==> src/rtl/hkfsd_pkg.sv <==
`default_nettype none

package hkfsd_pkg;

    // character buffer geometry
    localparam int BUF_DEPTH = 32;
    localparam int BUF_AW    = (BUF_DEPTH > 1) ? $clog2(BUF_DEPTH) : 1;
    localparam int BUF_CW    = $clog2(BUF_DEPTH + 1);

    // frame header bytes
    localparam logic [7:0] HDR_SYNC0 = 8'h57;
    localparam logic [7:0] HDR_SYNC1 = 8'hAB;
    localparam logic [7:0] HDR_KEY   = 8'h88;
    localparam logic [7:0] HDR_RST   = 8'h82;

    // frame byte offsets
    localparam logic [7:0] POS_SYNC0  = 8'd0;
    localparam logic [7:0] POS_SYNC1  = 8'd1;
    localparam logic [7:0] POS_TYPE   = 8'd2;
    localparam logic [7:0] POS_LEN    = 8'd3;
    localparam logic [7:0] POS_SUM0   = 8'd5;
    localparam logic [7:0] POS_KEY    = 8'd7;
    localparam logic [7:0] POS_MINKEY = 8'd8;
    localparam logic [7:0] POS_MAX    = 8'd255;

    localparam logic [7:0]  KEY_NONE      = 8'hFF;
    localparam logic [15:0] SILENCE_RESET = 16'd100;

    // item kinds
    localparam logic FUNC_BYTE = 1'b0;
    localparam logic FUNC_TICK = 1'b1;

    // result kinds
    localparam logic KIND_CHAR = 1'b0;
    localparam logic KIND_RST  = 1'b1;

    typedef struct packed {
        logic       func;
        logic [7:0] rx_byte;
        logic       frame_end;
    } t_item;

    typedef struct packed {
        logic       kind;
        logic [6:0] ascii_char;
        logic       last;
    } t_result;

    // per-byte verdict from the frame checker
    typedef struct packed {
        logic       rst_req;
        logic       key_ok;
        logic [6:0] ascii;
    } t_frame_evt;

    // hid usage to ascii, zero when the code is not kept
    function automatic logic [6:0] key_to_ascii(input logic [7:0] code);
        logic [7:0] sum;
        sum = 8'h00;
        if (code inside {[8'h04:8'h1D]}) begin
            sum = code + 8'h3D;
        end else if (code inside {[8'h1E:8'h26]}) begin
            sum = code + 8'h13;
        end else if (code == 8'h27) begin
            sum = 8'h30;
        end else if (code == 8'h2C) begin
            sum = 8'h20;
        end
        return sum[6:0];
    endfunction

endpackage

`default_nettype wire

==> src/rtl/hkfsd_char_mem.sv <==
`default_nettype none

module hkfsd_char_mem (
    input  wire                             i_clk,
    input  wire                             i_we,
    input  wire  [hkfsd_pkg::BUF_AW-1:0]    i_waddr,
    input  wire  [6:0]                      i_wdata,
    input  wire  [hkfsd_pkg::BUF_AW-1:0]    i_raddr,
    output logic [6:0]                      o_rdata
);

    logic [6:0] mem [hkfsd_pkg::BUF_DEPTH];

    always_ff @(posedge i_clk) begin
        if (i_we) begin
            mem[i_waddr] <= i_wdata;
        end
    end

    always_ff @(posedge i_clk) begin
        o_rdata <= mem[i_raddr];
    end

endmodule

`default_nettype wire

==> src/rtl/hkfsd_frame_chk.sv <==
`default_nettype none

module hkfsd_frame_chk (
    input  wire                         i_clk,
    input  wire                         i_rst_n,
    input  wire                         i_byte_vld,
    input  wire  [7:0]                  i_byte,
    input  wire                         i_frame_end,
    output hkfsd_pkg::t_frame_evt       o_evt
);

    logic [7:0] r_pos,  n_pos;
    logic       r_hdr_good, n_hdr_good;
    logic       r_rst_hdr,  n_rst_hdr;
    logic [7:0] r_sum_cnt,  n_sum_cnt;
    logic [7:0] r_sum,      n_sum;
    logic [7:0] r_key,      n_key;
    logic       r_sum_ok,   n_sum_ok;
    logic [7:0] rel;

    assign rel = r_pos - hkfsd_pkg::POS_SUM0;

    // fold the current byte into the frame state
    always_comb begin
        n_pos      = r_pos;
        n_hdr_good = r_hdr_good;
        n_rst_hdr  = r_rst_hdr;
        n_sum_cnt  = r_sum_cnt;
        n_sum      = r_sum;
        n_key      = r_key;
        n_sum_ok   = r_sum_ok;
        if (r_pos != hkfsd_pkg::POS_MAX) begin
            if (r_pos == hkfsd_pkg::POS_SYNC0) begin
                n_hdr_good = r_hdr_good && (i_byte == hkfsd_pkg::HDR_SYNC0);
                n_rst_hdr  = r_rst_hdr  && (i_byte == hkfsd_pkg::HDR_SYNC0);
            end else if (r_pos == hkfsd_pkg::POS_SYNC1) begin
                n_hdr_good = r_hdr_good && (i_byte == hkfsd_pkg::HDR_SYNC1);
                n_rst_hdr  = r_rst_hdr  && (i_byte == hkfsd_pkg::HDR_SYNC1);
            end else if (r_pos == hkfsd_pkg::POS_TYPE) begin
                n_hdr_good = r_hdr_good && (i_byte == hkfsd_pkg::HDR_KEY);
                n_rst_hdr  = r_rst_hdr  && (i_byte == hkfsd_pkg::HDR_RST);
            end else if (r_pos == hkfsd_pkg::POS_LEN) begin
                n_sum_cnt = i_byte - 8'd2;
            end else if (r_pos >= hkfsd_pkg::POS_SUM0) begin
                if (rel < r_sum_cnt) begin
                    n_sum = r_sum + i_byte;
                end else if (rel == r_sum_cnt) begin
                    n_sum_ok = (i_byte == r_sum);
                end
                if (r_pos == hkfsd_pkg::POS_KEY) begin
                    n_key = i_byte;
                end
            end
            n_pos = r_pos + 8'd1;
        end
    end

    assign o_evt.rst_req = (n_pos >= hkfsd_pkg::POS_LEN) && n_rst_hdr;
    assign o_evt.key_ok  = (n_pos >= hkfsd_pkg::POS_MINKEY) && n_hdr_good && n_sum_ok;
    assign o_evt.ascii   = hkfsd_pkg::key_to_ascii(n_key);

    always_ff @(posedge i_clk) begin
        if (!i_rst_n || (i_byte_vld && i_frame_end)) begin
            r_pos      <= '0;
            r_hdr_good <= 1'b1;
            r_rst_hdr  <= 1'b1;
            r_sum_cnt  <= '0;
            r_sum      <= '0;
            r_key      <= hkfsd_pkg::KEY_NONE;
            r_sum_ok   <= 1'b0;
        end else if (i_byte_vld) begin
            r_pos      <= n_pos;
            r_hdr_good <= n_hdr_good;
            r_rst_hdr  <= n_rst_hdr;
            r_sum_cnt  <= n_sum_cnt;
            r_sum      <= n_sum;
            r_key      <= n_key;
            r_sum_ok   <= n_sum_ok;
        end
    end

endmodule

`default_nettype wire

==> src/rtl/hid_key_frame_scan_decoder_core.sv <==
`default_nettype none

// Key-report frame decoder. Each item is one serial byte of a bridge frame
// (func 0) or one time tick (func 1), taken when start is high and busy is
// low. Byte items and ticks that release nothing never raise busy. A frame
// with header 57 AB 88 and a good checksum adds the ASCII form of its mapped
// keycode, if the buffer has room, to a 32-entry character memory; a 57 AB 82
// frame gives one reset-request result in the cycle after its last byte.
// A tick that finds frames pending and silence_ticks of quiet releases the
// buffered string: busy then stays high while the buffered characters (up to
// 32) are read out, and the results come back to back, through r_emit and
// then the memory read register, the last one marked. The run's length is set
// by the single read port of the character memory, one entry a cycle.
// Results appear on o_res for one cycle under o_res_valid; the receiver
// cannot hold them off. The memory needs no clearing pass after reset.
module hid_key_frame_scan_decoder_core (
    input  wire                     i_clk,
    input  wire                     i_rst_n,
    input  wire                     start,
    output logic                    busy,
    input  wire hkfsd_pkg::t_item   i_item,
    input  wire                     i_cfg_we,
    input  wire  [15:0]             i_cfg_data,
    output logic                    o_res_valid,
    output hkfsd_pkg::t_result      o_res
);

    // accepted item
    logic acc;
    logic byte_acc;
    logic tick_acc;

    // silence register and release timer
    logic [15:0] r_silence;
    logic [15:0] r_quiet;
    logic [15:0] quiet_inc;
    logic        r_pending;
    logic        release_now;

    // character buffer bookkeeping
    logic [hkfsd_pkg::BUF_CW-1:0] r_char_cnt;
    logic                          buf_full;
    logic                          mem_we;
    logic [hkfsd_pkg::BUF_AW-1:0]  mem_waddr;
    logic [6:0]                    mem_rdata;

    // string emission walk
    logic                          r_emit;
    logic [hkfsd_pkg::BUF_AW-1:0]  r_rd_idx;
    logic [hkfsd_pkg::BUF_AW-1:0]  r_last_idx;
    logic                          rd_last;
    logic                          r_rd_vld;
    logic                          r_rd_last;
    logic                          r_rst_vld;

    hkfsd_pkg::t_frame_evt evt;

    assign busy     = r_emit;
    assign acc      = start && !busy;
    assign byte_acc = acc && (i_item.func == hkfsd_pkg::FUNC_BYTE);
    assign tick_acc = acc && (i_item.func == hkfsd_pkg::FUNC_TICK);

    hkfsd_frame_chk u_frame_chk (
        .i_clk       (i_clk),
        .i_rst_n     (i_rst_n),
        .i_byte_vld  (byte_acc),
        .i_byte      (i_item.rx_byte),
        .i_frame_end (i_item.frame_end),
        .o_evt       (evt)
    );

    // a finished key frame with a mapped key appends one character unless the buffer is full
    assign buf_full  = (r_char_cnt >= hkfsd_pkg::BUF_CW'(hkfsd_pkg::BUF_DEPTH));
    assign mem_we    = byte_acc && i_item.frame_end && !evt.rst_req && evt.key_ok
                       && (evt.ascii != 7'd0) && !buf_full;
    assign mem_waddr = r_char_cnt[hkfsd_pkg::BUF_AW-1:0];

    // reads only run while busy, so writes and reads never meet on an entry
    hkfsd_char_mem u_char_mem (
        .i_clk   (i_clk),
        .i_we    (mem_we),
        .i_waddr (mem_waddr),
        .i_wdata (evt.ascii),
        .i_raddr (r_rd_idx),
        .o_rdata (mem_rdata)
    );

    assign quiet_inc   = (r_quiet == 16'hFFFF) ? r_quiet : r_quiet + 16'd1;
    assign release_now = tick_acc && r_pending && (quiet_inc >= r_silence);
    assign rd_last     = (r_rd_idx == r_last_idx);

    // config register
    always_ff @(posedge i_clk) begin
        if (!i_rst_n) begin
            r_silence <= hkfsd_pkg::SILENCE_RESET;
        end else if (i_cfg_we) begin
            r_silence <= i_cfg_data;
        end
    end

    // pending flag, quiet timer and fill count
    always_ff @(posedge i_clk) begin
        if (!i_rst_n) begin
            r_pending  <= 1'b0;
            r_quiet    <= '0;
            r_char_cnt <= '0;
        end else if (tick_acc) begin
            if (release_now) begin
                r_pending  <= 1'b0;
                r_quiet    <= '0;
                r_char_cnt <= '0;
            end else begin
                r_quiet <= quiet_inc;
            end
        end else if (byte_acc && i_item.frame_end && !evt.rst_req) begin
            // any frame but a reset request restarts the silence timer
            r_pending <= 1'b1;
            r_quiet   <= '0;
            if (mem_we) begin
                r_char_cnt <= r_char_cnt + hkfsd_pkg::BUF_CW'(1);
            end
        end
    end

    // emission walk over the character memory
    always_ff @(posedge i_clk) begin
        if (!i_rst_n) begin
            r_emit    <= 1'b0;
            r_rd_idx  <= '0;
            r_rd_vld  <= 1'b0;
            r_rd_last <= 1'b0;
        end else begin
            r_rd_vld  <= r_emit;
            r_rd_last <= r_emit && rd_last;
            if (release_now && (r_char_cnt != '0)) begin
                r_emit   <= 1'b1;
                r_rd_idx <= '0;
            end else if (r_emit) begin
                if (rd_last) begin
                    r_emit <= 1'b0;
                end else begin
                    r_rd_idx <= r_rd_idx + hkfsd_pkg::BUF_AW'(1);
                end
            end
        end
    end

    // index of the final character, captured at release
    always_ff @(posedge i_clk) begin
        if (release_now) begin
            r_last_idx <= hkfsd_pkg::BUF_AW'(r_char_cnt - hkfsd_pkg::BUF_CW'(1));
        end
    end

    // reset request result, in the cycle after the frame's last byte
    always_ff @(posedge i_clk) begin
        if (!i_rst_n) begin
            r_rst_vld <= 1'b0;
        end else begin
            r_rst_vld <= byte_acc && i_item.frame_end && evt.rst_req;
        end
    end

    // read data is already registered in the memory, so it feeds the port
    assign o_res_valid = r_rd_vld || r_rst_vld;
    always_comb begin
        if (r_rd_vld) begin
            o_res.kind       = hkfsd_pkg::KIND_CHAR;
            o_res.ascii_char = mem_rdata;
            o_res.last       = r_rd_last;
        end else begin
            o_res.kind       = hkfsd_pkg::KIND_RST;
            o_res.ascii_char = 7'd0;
            o_res.last       = 1'b1;
        end
    end

    // a reset request never lands on a string result
    a_no_result_clash: assert property (@(posedge i_clk) disable iff (!i_rst_n)
        !(r_rst_vld && r_rd_vld))
        else $error("reset result collides with string result");

    // fill count never passes the buffer depth
    a_cnt_bound: assert property (@(posedge i_clk) disable iff (!i_rst_n)
        r_char_cnt <= hkfsd_pkg::BUF_CW'(hkfsd_pkg::BUF_DEPTH))
        else $error("character count overflow");

    // no character is stored while the buffer is being read out
    a_no_write_in_emit: assert property (@(posedge i_clk) disable iff (!i_rst_n)
        r_emit |-> !mem_we)
        else $error("buffer written during emission");

    // the marked result ends the run
    a_last_ends_run: assert property (@(posedge i_clk) disable iff (!i_rst_n)
        (r_rd_vld && r_rd_last) |=> !r_rd_vld)
        else $error("string result after last");

endmodule

`default_nettype wire

==> config.mk <==
export PLATFORM = sky130hd
export DESIGN_NAME = hid_key_frame_scan_decoder_core
export DESIGN_NICKNAME = d
export VERILOG_FILES = /design/src/rtl/hkfsd_pkg.sv /design/src/rtl/hkfsd_char_mem.sv /design/src/rtl/hkfsd_frame_chk.sv /design/src/rtl/hid_key_frame_scan_decoder_core.sv
export SDC_FILE = /design/constraint.sdc
export NUM_CORES = 1
export LEC_CHECK = 0
export BUFFER_PORTS_ARGS = -buffer_cell sky130_fd_sc_hd__buf_4
export CORE_ASPECT_RATIO = 2
export CORE_MARGIN = 2
export CORE_UTILIZATION = 35
export DETAILED_ROUTE_END_ITERATION = 6
export HOLD_SLACK_MARGIN = 0.02
export PLACE_DENSITY = 0.53
export REMOVE_ABC_BUFFERS = 1
export SLEW_MARGIN = 20
export SYNTH_ARGS = -nofsm -noshare
export SYNTH_HDL_FRONTEND = slang
export SYNTH_SLANG_ARGS = --single-unit
==> constraint.sdc <==
create_clock -name i_clk -period 4.9 [get_ports i_clk]
set_input_delay 0.735 -clock i_clk [delete_from_list [all_inputs] [get_ports i_clk]]
set_output_delay 0.735 -clock i_clk [all_outputs]
set_load 0.05 [all_outputs]
=== Word-level counts from Yosys, hierarchy flattened ===
Memories as Yosys holds them, arrays and structs flattened. A register that Yosys moved wholly into a read port is not among the register bits.
Cells that the tools add are included.

* Register bits: 88
* RAM bits: 224
* Input port bits: 30
* Word-level logic and storage cells: 147
* Memories: 1

* $add $sub $neg: 10
* Order comparisons: 10
* Equality and inequality tests: 16
* Muxes and demuxes: 45
* Bitwise gates (word level): 7
* Reduce and logical (&&, ||, !) cells: 41

{| class="wikitable"
|+ Memories
! memory !! depth !! width !! rd ports !! clocked after memory_dff !! wr ports !! line !! source
|-
| u_char_mem.mem || 32 || 7 || 1 || 1 || 1 || hkfsd_char_mem.sv:12 || <nowiki>logic [6:0] mem [hkfsd_pkg::BUF_DEPTH];</nowiki>
|}

{| class="wikitable"
|+ Operators by type and width
! cell !! count
|-
| two-way mux 16 bit || 4
|-
| two-way mux 8 bit || 8
|-
| two-way mux 6 bit || 5
|-
| == test 8 bit, second input constant || 3
|-
| logical AND 1 bit || 24
|-
| two-way mux 1 bit || 24
|-
| two-way mux 7 bit || 3
|-
| adder 16 x 1 -> 16 bit, second input constant || 1
|-
| == test 16 bit, second input constant || 1
|-
| == test 8 x 2 -> 1 bit, second input constant || 2
|-
| == test 8 x 6 -> 1 bit, second input constant || 2
|-
| == test 8 bit || 2
|-
| greater-or-equal comparator 16 bit || 1
|-
| greater-or-equal comparator 8 x 3 -> 1 bit, second input constant || 2
|-
| two-way mux 9 bit || 1
|-
| adder 8 x 1 -> 8 bit, second input constant || 1
|-
| adder 8 bit || 1
|-
| == test 8 x 1 -> 1 bit, second input constant || 1
|-
| == test 8 x 3 -> 1 bit, second input constant || 1
|-
| == test 8 x 7 -> 1 bit, second input constant || 1
|-
| greater-or-equal comparator 8 x 2 -> 1 bit, second input constant || 1
|-
| greater-or-equal comparator 8 x 4 -> 1 bit, second input constant || 1
|-
| greater-or-equal comparator 8 x 5 -> 1 bit, second input constant || 1
|-
| less-or-equal comparator 8 x 5 -> 1 bit, second input constant || 1
|-
| other kinds (25) || 37
|}

=== Longest topological paths before layout ===
* Word-level depth: 19
* Depth in mapped cells: 17

=== By module ===
Synthesis repeated with hierarchy kept, for this count alone.

* Cells, all modules: 1108
* Area, all modules: 14950.6 um^2

{| class="wikitable"
|+ By module, submodules not included
! module !! times used !! cells an instance !! area each (um^2) !! sequential area each (um^2)
|-
| hkfsd_char_mem || 1 || 370 || 8833.5 || 6866.6
|-
| hid_key_frame_scan_decoder_core || 1 || 354 || 3103.0 || 1111.1
|-
| hkfsd_frame_chk || 1 || 384 || 3014.1 || 700.7
|}

=== Least setup slack after synthesis ===
Ideal clock, no wire load.

* Path kind: flip-flop to flip-flop
* From: register u_frame_chk.r_pos[3]
* To: memory u_char_mem.mem[0][4], data pin
* Library setup time: 0.478 ns
* Arrival time: 4.699 ns
* Required time: 4.422 ns
* Path slack: -0.278 ns
* Stages on the path, launching flop included: 12
* Buffers on the path: 2
* Path through: dfxtp_1 buf_6 or4_4 nor4_1 clkbuf_1 mux2_2 ha_1 inv_1 or4_1 mux2_2 o311a_1 a221oi_1

{| class="wikitable"
|+ RTL lines
! what !! line !! source
|-
| start, declared || hkfsd_frame_chk.sv:12 || <nowiki>logic [7:0] r_pos, n_pos;</nowiki>
|-
| start signal, assigned || hkfsd_frame_chk.sv:72 || <nowiki>r_pos <= n_pos;</nowiki>
|-
| end, declared || hkfsd_char_mem.sv:12 ||
|}

=== Worst setup path in the final report ===
* From: register u_frame_chk.r_pos[0]
* To: memory u_char_mem.mem[13][3], enable pin

* Longest elaborated chain between the ends: 18
* Elaborated cells on any way between the ends: 62

{| class="wikitable"
|+ Ends and longest elaborated chain
! what !! line !! source
|-
| branches (longest 7 deep; another with greater-or-equal comparator 8 x 3 -> 1 bit) || n/a ||
|-
| two-way mux 8 bit (*) || hkfsd_frame_chk.sv:32 || <nowiki>if (r_pos != hkfsd_pkg::POS_MAX) begin</nowiki>
|-
| via u_frame_chk.n_key[0] || hkfsd_frame_chk.sv:17 || <nowiki>logic [7:0] r_key, n_key;</nowiki>
|-
| branches (longest 4 deep; another with greater-or-equal comparator 8 x 5 -> 1 bit) || n/a ||
|-
| two-way mux 7 bit (*) || hkfsd_pkg.sv:60 || <nowiki>if (code inside {[8'h04:8'h1D]}) begin</nowiki>
|-
| nonzero test 7 bit (*) || hid_key_frame_scan_decoder_core.sv:75 || <nowiki>&& (evt.ascii != 7'd0) && !buf_full;</nowiki>
|-
| logical AND 1 bit (*) (2 in a row) || hid_key_frame_scan_decoder_core.sv:75 ||
|-
| two-way mux 1 bit (*) || hkfsd_char_mem.sv:15 || <nowiki>if (i_we) begin</nowiki>
|-
| two-way mux 1 bit (not written as such) (*) || hkfsd_char_mem.sv:16 || <nowiki>mem[i_waddr] <= i_wdata;</nowiki>
|}

Mark *: on every way through the listed nets, which the timed path passes.

==> flow_summary.yaml <==
timing:
  hold_viol: 0
  rsz0062_at_grt: "false"
  slew_viol_final: 0
  max-slew-margin-rel_pct: 31.0
  min_period_over_period_pct: 93.4
  fmax_ghz: 0.219
  min_period_ns: 4.57
  holdWs_ns: 0.396
  tns_ns: 0
  setup_viol: 0
  finClkSkew_ns: 0.0157
  worst_pin_slew_ns: 1.03
synthesis:
  synth_xor_area_share_pct: 2.53
  synth-compound-area-share_pct: 5.83
  synthArstFlopShare_pct: 0
  yosys.area.top_type: "edfxtp_1"
  synth-seq-cells: 319
  synth_fa_ha_area_share_pct: 4.17
  synth_warnings: 0
  yosys.area_share.simple_pct: 12.4
  synth_edf_count: 229
  syn_area_per_cell_um2: 13.5
  synthCells: 1103
  synth_top_family_by_area: "multiplexers"
  syn_area_mm2: 0.0149
  seq_area_frac_synth_pct: 58.3
  ys_types: 65
  synth_flop_cell: "edfxtp_1"
  synth_top_area_share_pct: 46.2
  synthTopCellsByArea: "edfxtp_1 46%, dfxtp_1 12%, mux4_2 11%, ha_1 4.0%, mux2i_1 2.2%"
  synthMuxAreaShare_pct: 13.9
critical_path:
  critical_path.cell_chain: "inv_1, ha_1, nor2b_1, or4_1, mux2i_1, inv_1, ha_1, inv_1, or4_1, mux2_2, o311a_1, nand3_2, and3_1, buf_12, and3_1"
  cpMostUsedCell: "inv_1"
  path_class: "register to register"
  crit_path_start_kind: "register"
  slowest_stage: "or4_1"
  worstPathMaxFanout: 36
  slowest_delay_ns: 0.63
  worstSetupEndpointType: "register"
  required_ns: 5.12
  cp.arrival_ns: 4.79
cells_and_area:
  diodes: 0
  final_common_cell: "edfxtp_1"
  synthToLayoutAreaGrowth_pct: 14.0
  fin_nets: 1225
  layout-drive-gt1-share_pct: 19.3
  layout_common_cells: "229 x edfxtp_1, 88 x dfxtp_1, 70 x mux4_2, 70 x buf_4, 68 x nand2_1"
floorplan:
  initial_core_util_pct: 35.5
  die_y_um: 296
  core_area_mm2: 0.0419
  io_pins: 41
  die_w_um: 150
  die-area_mm2: 0.0443
  rows: 106
run:
  drv_cap: 0
clocking:
  htreeDepth: 1
  post-cts-setup-buffer-count: 0
  cts_buffer_depth: 3
  ctsHoldBuffers: 0
  cts_buffers: 29
  clock-sinks: 319
  cts_tree: "done"
  clk_pin_slew_worst_paths_ns: 0.07
  cts-root-buf: "clkbuf_16"
  clkLatencyLatePin_ns: 0.56
  post_cts_resized: 0
grt:
  gr-total-overflow: 0
  grt_pass1_wl_mm: 56.3
  grt_max_degree: 47
  antenna_found_initial: 0
  grt_pass1_vias: 9522
  grt_use_total_pct: 16.9
route:
  drc_errors: 0
  first_pass_iters: 4
  final_antenna_net_count: 0
  drt_iter0_drc: 401
  vias_per_cell: 5.24
  wl_mm: 36.6
  vias: 8950
  routedWlPerCell_um: 21.5
hold_path:
  hold_path.class: "primary input to register"
power:
  p_total_w: 0.00555
  power.density_mw_per_mm2: 327
  leakagePower_nw: 6.27
  vdd_drop_max_mv: 0.334
placement:
  port_buffers: 40
  globalplace.congestion: 0.845
  hpwl_mm: 26.3
status:
  status: "finished clean"
sequential cells by signal, indices dropped and copies added, names as in the netlist, 5 cells and up:
signal and cells:
u_frame_chk.r_sum_cnt 8, u_char_mem.mem 224, u_frame_chk.r_key 8, r_silence 16, u_frame_chk.r_sum 8, r_rd_idx 5
r_quiet 16, u_char_mem.o_rdata 7, r_last_idx 5, u_frame_chk.r_pos 8, r_char_cnt 6
area by class of cell:
cell class                 count  area, µm²
fill                        4018      24900
sequential                   319       8680
multi-input combinational    678       5860
clock buffer                  32        737
tap                          540        676
timing repair buffer          71        546
clock inverter                21        293
inverter                      47        176
metal layers:
layer  up-vias  routed length [µm]  GRT usage (%)
li1       4277                   -              -
met1      4457               12900           17.1
met2       160               21800           34.8
met3        56                 964           1.66
met4         0                1030           5.52
met5         -                   0              0
path summary, 6_finish.rpt:
check                             from  slack, ns                    end  cells past startpoint
hold reg to reg   u_frame_chk.r_sum[6]       0.48   u_frame_chk.r_sum[6]                      2
hold / removal           i_cfg_data[2]       0.40           r_silence[2]                      3
setup / recovery  u_frame_chk.r_pos[0]       0.33  u_char_mem.mem[13][3]                     15
setup reg to reg  u_frame_chk.r_pos[0]       0.33  u_char_mem.mem[13][3]                     15
critical path: cells and delay by family, from the launching register on:
kind	cells	cell delay, ns
AO/OA/AOI/OAI	1	0.19
adder cells (fa/ha/maj)	2	0.56
buffers and inverters	4	0.58
flip-flops	1	0.42
multiplexers	2	0.46
AND/OR/NAND/NOR	6	1.98
Yosys cell counts, types with 13 or more instances:
library cell and n:
inv_1 47, a21oi_1 31, nand2_1 68, nor2_1 63, ha_1 48, mux2_2 13, and3_1 39, nor2b_1 22
dfxtp_1 90, nand3_1 22, xor2_1 21, o21ai_0 19, xnor2_1 22, nor3_1 25, and2_1 15, clkbuf_1 46
mux2i_1 33, mux4_2 70, edfxtp_1 229
cell families after synthesis:
group | after synthesis
flops | 319
mux | 117
compound gates | 127
simple gates | 342
xor+xnor | 43
buf+inv | 106
fa+ha+maj | 49
per-stage QoR:
| stage | setup slack [ns] | instances | utilization, % | instance area, µm² |
|---|---|---|---|---|
| 6_report | 0.325 | 1708 | 40.5 | 17000 |
| 5_1_grt | 0.0270 | 1708 | 40.5 | 17000 |
| 4_1_cts | 0.321 | 1708 | 40.5 | 17000 |
| 3_5_place_dp | 0.342 | 1655 | 38.0 | 15900 |
| 3_3_place_gp | 0.409 | 1655 | 38.0 | 15900 |
| 2_1_floorplan | -0.868 | 1044 | - | 14600 |
power by group:
part | switching, W | leakage, nW | internal, W
sequential | 0.0000180 | 3.13 | 0.00287
combinational | 0.000118 | 2.65 | 0.0000838
clock | 0.00101 | 0.498 | 0.00146
Note: power is estimated with default switching activity, not from simulation.
